## src/rtl/sme_pkg.sv

```systemverilog
// Package for the stack machine executor: sizes, opcodes, status codes, states, iterative unit types and saturation.
package sme_pkg;

   localparam int DataDepth   = 64;
   localparam int ReturnDepth = 16;
   localparam int NumRegs     = 4;
   localparam int DataAw      = $clog2(DataDepth);
   localparam int RetAw       = $clog2(ReturnDepth);
   localparam int DataCw      = $clog2(DataDepth + 1);
   localparam int RetCw       = $clog2(ReturnDepth + 1);

   typedef enum logic [4:0] {
      OP_HLT = 5'd0, OP_PUSHIMM = 5'd1, OP_PUSHREG = 5'd2, OP_DROP = 5'd3,
      OP_POPREG = 5'd4, OP_ADD = 5'd5, OP_SUB = 5'd6, OP_MUL = 5'd7,
      OP_DIV = 5'd8, OP_SQRT = 5'd9, OP_OUT = 5'd10, OP_IN = 5'd11,
      OP_CMP = 5'd12, OP_JMP = 5'd13, OP_CALL = 5'd14, OP_RET = 5'd15,
      OP_JE = 5'd16, OP_JNE = 5'd17, OP_JA = 5'd18, OP_JAE = 5'd19,
      OP_JB = 5'd20, OP_JBE = 5'd21, OP_NOP = 5'd22
   } op_type;

   typedef enum logic [2:0] {
      ST_OK = 3'd0, ST_UNDERFLOW = 3'd1, ST_DATA_OVF = 3'd2, ST_RET_OVF = 3'd3,
      ST_DIV_ZERO = 3'd4, ST_SQRT_NEG = 3'd5, ST_OUT_EMPTY = 3'd6,
      ST_ILLEGAL = 3'd7
   } status_type;

   typedef enum logic [2:0] {
      S_IDLE, S_READ, S_EXEC, S_ITER, S_DONE
   } state_type;

   typedef enum logic [1:0] {
      IT_MUL, IT_DIV, IT_SQRT
   } iter_op_type;

   // start request to the iterative unit
   typedef struct packed {
      logic        start;
      iter_op_type op;
      logic [31:0] a;
      logic [31:0] b;
   } iter_req_type;

   typedef struct packed {
      logic        done;
      logic [31:0] result;
   } iter_rsp_type;

   function automatic logic [31:0] sat_q(input logic signed [65:0] v);
      logic [31:0] r;
      if (v > 66'sh7FFFFFFF) r = 32'h7FFFFFFF;
      else if (v < -66'sh80000000) r = 32'h80000000;
      else r = v[31:0];
      return r;
   endfunction

endpackage

```

## src/rtl/sme_iter.sv

```systemverilog
// Iterative multiply, divide and square root unit on Q16.16 operands.
module sme_iter (
   input  logic                  clock,
   input  logic                  reset,
   input  sme_pkg::iter_req_type req,
   output sme_pkg::iter_rsp_type rsp
);
   import sme_pkg::*;

   // mul: 4 partial products of 16x16 bits, one a cycle
   // div: 48-bit restoring divide, one quotient bit a cycle
   // sqrt: 48-bit radicand, one result bit a cycle
   logic              busy_ff, busy_in;
   iter_op_type       op_ff, op_in;
   logic [5:0]        cnt_ff, cnt_in;
   logic              neg_ff, neg_in;
   logic [63:0]       acc_ff, acc_in;   // mul product / div quotient / sqrt root
   logic [63:0]       rem_ff, rem_in;   // remainder
   logic [47:0]       num_ff, num_in;   // dividend / radicand bits left
   logic [31:0]       ua_ff, ua_in, ub_ff, ub_in;
   logic              done_ff, done_in;
   logic [31:0]       res_ff, res_in;

   logic [31:0]       abs_a, abs_b;
   logic [15:0]       pa, pb;
   logic [31:0]       pp;
   logic [63:0]       trial;
   logic [63:0]       sq_rem, sq_trial;
   logic signed [65:0] sv;

   assign abs_a = req.a[31] ? (~req.a + 32'd1) : req.a;
   assign abs_b = req.b[31] ? (~req.b + 32'd1) : req.b;
   assign pa = cnt_ff[1] ? ua_ff[31:16] : ua_ff[15:0];
   assign pb = cnt_ff[0] ? ub_ff[31:16] : ub_ff[15:0];
   assign pp = pa * pb;

   always_comb begin
      busy_in = busy_ff; op_in = op_ff; cnt_in = cnt_ff; neg_in = neg_ff;
      acc_in = acc_ff; rem_in = rem_ff; num_in = num_ff;
      ua_in = ua_ff; ub_in = ub_ff; done_in = 1'b0; res_in = res_ff;
      trial = '0; sq_rem = '0; sq_trial = '0; sv = '0;
      if (req.start) begin
         busy_in = 1'b1; op_in = req.op; cnt_in = '0;
         ua_in = abs_a; ub_in = abs_b; acc_in = '0; rem_in = '0;
         case (req.op)
            IT_SQRT: begin
               neg_in = 1'b0;
               num_in = {req.b, 16'h0};
            end
            default: begin
               neg_in = req.a[31] ^ req.b[31];
               num_in = {abs_a, 16'h0};
            end
         endcase
      end else if (busy_ff) begin
         case (op_ff)
            IT_MUL: begin
               acc_in = acc_ff + ({32'h0, pp} <<
                        {({1'b0, cnt_ff[1]} + {1'b0, cnt_ff[0]}), 4'h0});
               cnt_in = cnt_ff + 6'd1;
               if (cnt_ff == 6'd3) begin
                  busy_in = 1'b0; done_in = 1'b1;
                  if (neg_ff) sv = -$signed({2'b0, acc_in});
                  else sv = $signed({2'b0, acc_in});
                  sv = sv >>> 16;   // floor shift
                  res_in = sat_q(sv);
               end
            end
            IT_DIV: begin
               trial = {rem_ff[62:0], num_ff[47]};
               num_in = {num_ff[46:0], 1'b0};
               if (trial >= {32'h0, ub_ff}) begin
                  rem_in = trial - {32'h0, ub_ff};
                  acc_in = {acc_ff[62:0], 1'b1};
               end else begin
                  rem_in = trial;
                  acc_in = {acc_ff[62:0], 1'b0};
               end
               cnt_in = cnt_ff + 6'd1;
               if (cnt_ff == 6'd47) begin
                  busy_in = 1'b0; done_in = 1'b1;
                  if (neg_ff) sv = -$signed({2'b0, acc_in});
                  else sv = $signed({2'b0, acc_in});
                  res_in = sat_q(sv);
               end
            end
            default: begin
               sq_rem = {rem_ff[61:0], num_ff[47:46]};
               num_in = {num_ff[45:0], 2'b0};
               sq_trial = {acc_ff[61:0], 2'b01};
               if (sq_rem >= sq_trial) begin
                  rem_in = sq_rem - sq_trial;
                  acc_in = {acc_ff[62:0], 1'b1};
               end else begin
                  rem_in = sq_rem;
                  acc_in = {acc_ff[62:0], 1'b0};
               end
               cnt_in = cnt_ff + 6'd1;
               if (cnt_ff == 6'd23) begin
                  busy_in = 1'b0; done_in = 1'b1;
                  res_in = acc_in[31:0];
               end
            end
         endcase
      end
   end

   always_ff @(posedge clock) begin
      if (reset) begin
         busy_ff <= 1'b0;
         done_ff <= 1'b0;
      end else begin
         busy_ff <= busy_in;
         done_ff <= done_in;
      end
      op_ff <= op_in; cnt_ff <= cnt_in; neg_ff <= neg_in;
      acc_ff <= acc_in; rem_ff <= rem_in; num_ff <= num_in;
      ua_ff <= ua_in; ub_ff <= ub_in; res_ff <= res_in;
   end

   assign rsp.done   = done_ff;
   assign rsp.result = res_ff;

endmodule

```

## config.mk

```make
export PLATFORM = sky130hd
export DESIGN_NAME = sme_iter
export DESIGN_NICKNAME = d
export VERILOG_FILES = /design/src/rtl/sme_pkg.sv /design/src/rtl/sme_iter.sv
export SDC_FILE = /design/constraint.sdc
export NUM_CORES = 2
export LEC_CHECK = 0
export ABC_AREA = 1
export BUFFER_PORTS_ARGS = -buffer_cell sky130_fd_sc_hd__buf_4
export CORE_MARGIN = 2
export CORE_UTILIZATION = 50
export DETAILED_ROUTE_END_ITERATION = 16
export PLACE_DENSITY = 0.66
export SYNTH_ARGS = -nofsm -noshare
export SYNTH_HDL_FRONTEND = slang
export SYNTH_SLANG_ARGS = --single-unit
```

## constraint.sdc

```tcl
create_clock -name clock -period 12.01 [get_ports clock]
set_input_delay 0.6005 -clock clock [delete_from_list [all_inputs] [get_ports clock]]
set_output_delay 0.6005 -clock clock [all_outputs]
set_load 0.01 [all_outputs]
```

==> summary.txt <==
GRT
  • Grt ovf: 0
  • Initial antenna violation count: 6
  • Largest net degree at the start of global routing: 106
  • Vias in the first global route: 41,800
  • Overall routing resource usage: 41.8%
  • First-pass GRT wire length: 261 mm

Die
  • Initial Util: 50.6%
  • Die area: 83,900 µm²
  • I/O Pins: 102
  • Floorplan die height: 290 µm
  • Rows: 104
  • Core area: 80,700 µm²
  • Die width: 290 µm

Clock network
  • CTS tree: built
  • CTS Buf Count: 34
  • Clock buffer depth: 3
  • Clock latency at the later pin of the worst-skew pair: 0.58 ns
  • # H-tree levels: 2
  • CTS sink cnt: 266
  • Clock-pin slew of the registers on the worst-case setup and hold paths: 0.07 ns
  • Hold buffer count at CTS: 0
  • Root Buffer: clkbuf_16

STA
  • Slew Limit Fails: 0
  • Final setup vio count: 0
  • Unrepaired setup endpoints after global routing: no
  • Slew @ Worst Pin: 1.23 ns
  • Post-layout minimum cycle time: 11.33 ns
  • Tcrit/Tclk final: 94.4%
  • Final hold violation count: 0
  • Hold slack: 0.255 ns
  • Max Clock Skew: 0.0307 ns
  • TNS Setup: 0 ns
  • Slew headroom: 16.8%
  • Fmax: 88.2 MHz

Drt
  • DR vias: 45,600
  • Final WL: 179 mm
  • Via density: 5.80
  • Antenna viol nets, final: 0
  • DR DRC count: 0
  • WL/cell: 22.8 µm
  • Drt initial violations: 5,584
  • Drt pass-1 iters: 6

Yosys
  • Synth async-reset ratio: 0%
  • Synth Net Count: 7,253
  • Main synth FF type: dfxtp_1
  • Top post-synthesis cells by area: nand2_1, inv_1, edfxtp_1
  • Post-synth top cells: nand2_1, inv_1, nor2_1
  • Syn avg cell area: 6.07 µm²
  • Leading area contributor after synthesis: nand2_1
  • Distinct cell type count after synthesis: 59
  • Top cell type's share of synthesized area: 17.4%
  • Syn Inst Count: 6,721
  • Count leader, synth: nand2_1
  • Register bit total from synthesis: 266
  • Post-synth EDFFs: 131
  • Yosys warnings: 0
  • Synthesized area: 40,800 µm²
  • Seq/Total Area, Yosys: 16.3%

Critical path
  • Startpoint Class: flip-flop
  • Worst Path Buf+Inv: 7
  • Crit path top cell by count: nand2_1
  • Slowest stage cell on the critical path: fa_1
  • Setup crit end kind: flip-flop
  • Crit Path Class: reg2reg
  • CP required: 12.32 ns
  • WP data arrival: 11.64 ns
  • Crit-path max FO: 35
  • Crit path max-delay family: simple AND/OR/NAND/NOR gates
  • CP peak stage delay: 0.55 ns

Layout
  • Final core occ: 54.7%
  • Final nets: 7,302
  • Area delta synth->final: 8.10%
  • Final Cell Area: 44,100 µm²
  • Layout cells sized above 1: 5.47%
  • Fillers: 8,431

Placed design
  • Final GP Congestion: 1.08
  • Area post-placement: 42,900 µm²
  • Buffers on Ports: 101
  • Post-DP HPWL: 148 mm

Min path
  • Class of the worst hold path: in2reg

Flow run
  • MaxCap Viol Count: 0

Outcome
  • Outcome: complete, no violations
[flip-flops by register name (all words and copies together), names as in the netlist]
| signal | cells |
|---|---|
| num_ff | 32 |
| ua_ff | 32 |
| ub_ff | 32 |
| neg_ff | 1 |
| acc_ff | 64 |
| rem_ff | 63 |
| done_ff | 1 |
| op_ff | 2 |
| cnt_ff | 6 |
| busy_ff | 1 |
| res_ff | 32 |
[area by class of cell]
type | count | area [µm²] | share of cell area [%]
inverters | 1172 | 4410 | 10.0
diodes | 5 | 12.5 | 0.0284
flip-flops and latches | 266 | 6640 | 15.0
multi-input cells | 5098 | 29100 | 65.9
repair buffers | 198 | 1510 | 3.42
clock inverters | 22 | 205 | 0.465
well taps | 1060 | 1330 | 3.01
clock buffers | 40 | 925 | 2.10
[through the flow]
| step | worst slack (ns) | instances |
|---|---|---|
| after floorplan | 2.34 | 6721 |
| after global placement | 0.103 | 7790 |
| after detailed placement | 0.0720 | 7790 |
| after CTS | 0.0403 | 7852 |
| after global routing | 0.0347 | 7856 |
| final | 0.676 | 7861 |
[path summary, 6_finish.rpt]
kind | end | cells after the start | start | slack, ns
max | res_ff[27]$_DFFE_PP_ | 53 | cnt_ff[1]$_SDFFE_PP0P_ | 0.68
min | ub_ff[0]$_DFFE_PP_ | 1 | req[0] | 0.26
max reg2reg | res_ff[27]$_DFFE_PP_ | 53 | cnt_ff[1]$_SDFFE_PP0P_ | 0.68
min reg2reg | cnt_ff[4]$_SDFFE_PP0P_ | 2 | cnt_ff[4]$_SDFFE_PP0P_ | 0.53
[placed cells by master (no fill, tap or decap), drive strengths merged, types with 3 or more instances in the layout]
master    synthesis  layout
a211oi           17      17
a21boi            6       6
a21o             11      11
a21oi           330     330
a221oi            3       3
a31oi           101     101
and2              4       4
and3              4       4
buf              35     198
clkbuf          150      40
clkinv           16      22
clkinvlp          0      10
dfxtp           135     135
diode             0       5
edfxtp          131     131
fa              196     196
ha              267     267
inv            1156    1160
nand2          1915    1915
nand3           290     290
nand3b           20      20
nand4            72      72
nor2            912     912
nor3             70      70
nor3b             5       5
nor4             40      40
o2111ai           4       4
o211ai           19      19
o21a             30      30
o21ai           396     396
o21bai            8       8
o221ai            7       7
o22ai            62      62
o311ai            5       5
o31ai            12      12
o32ai             8       8
or2              17      17
xnor2            81      81
xor2            176     176
[cell families (layout without fill, tap and decap cells)]
logic type	after synthesis	in the layout	share of synthesized area, %
adders and majority gates	463	463	17.8
xor gates and xnor gates	257	257	5.51
and+or+nand+nor	3352	3352	33.7
buffers and inverters	1357	1432	12.7
other	0	5	0
AOI/OAI and AO/OA	1026	1026	14.0
DFF	266	266	16.3
[repair_timing]
item,in CTS,in global routing
gates resized for setup,0,16
setup endpoints to repair,0,31
buffers inserted,0,4
[routing by layer]
metal	track usage (%)	wire length, µm
met1	55.7	72200
met2	61.3	74300
met3	12.7	22600
met4	20.3	10000
met5	0	51
Power is not shown: default switching activity piles up to over one toggle a cycle in this logic, so the estimate is an artifact.
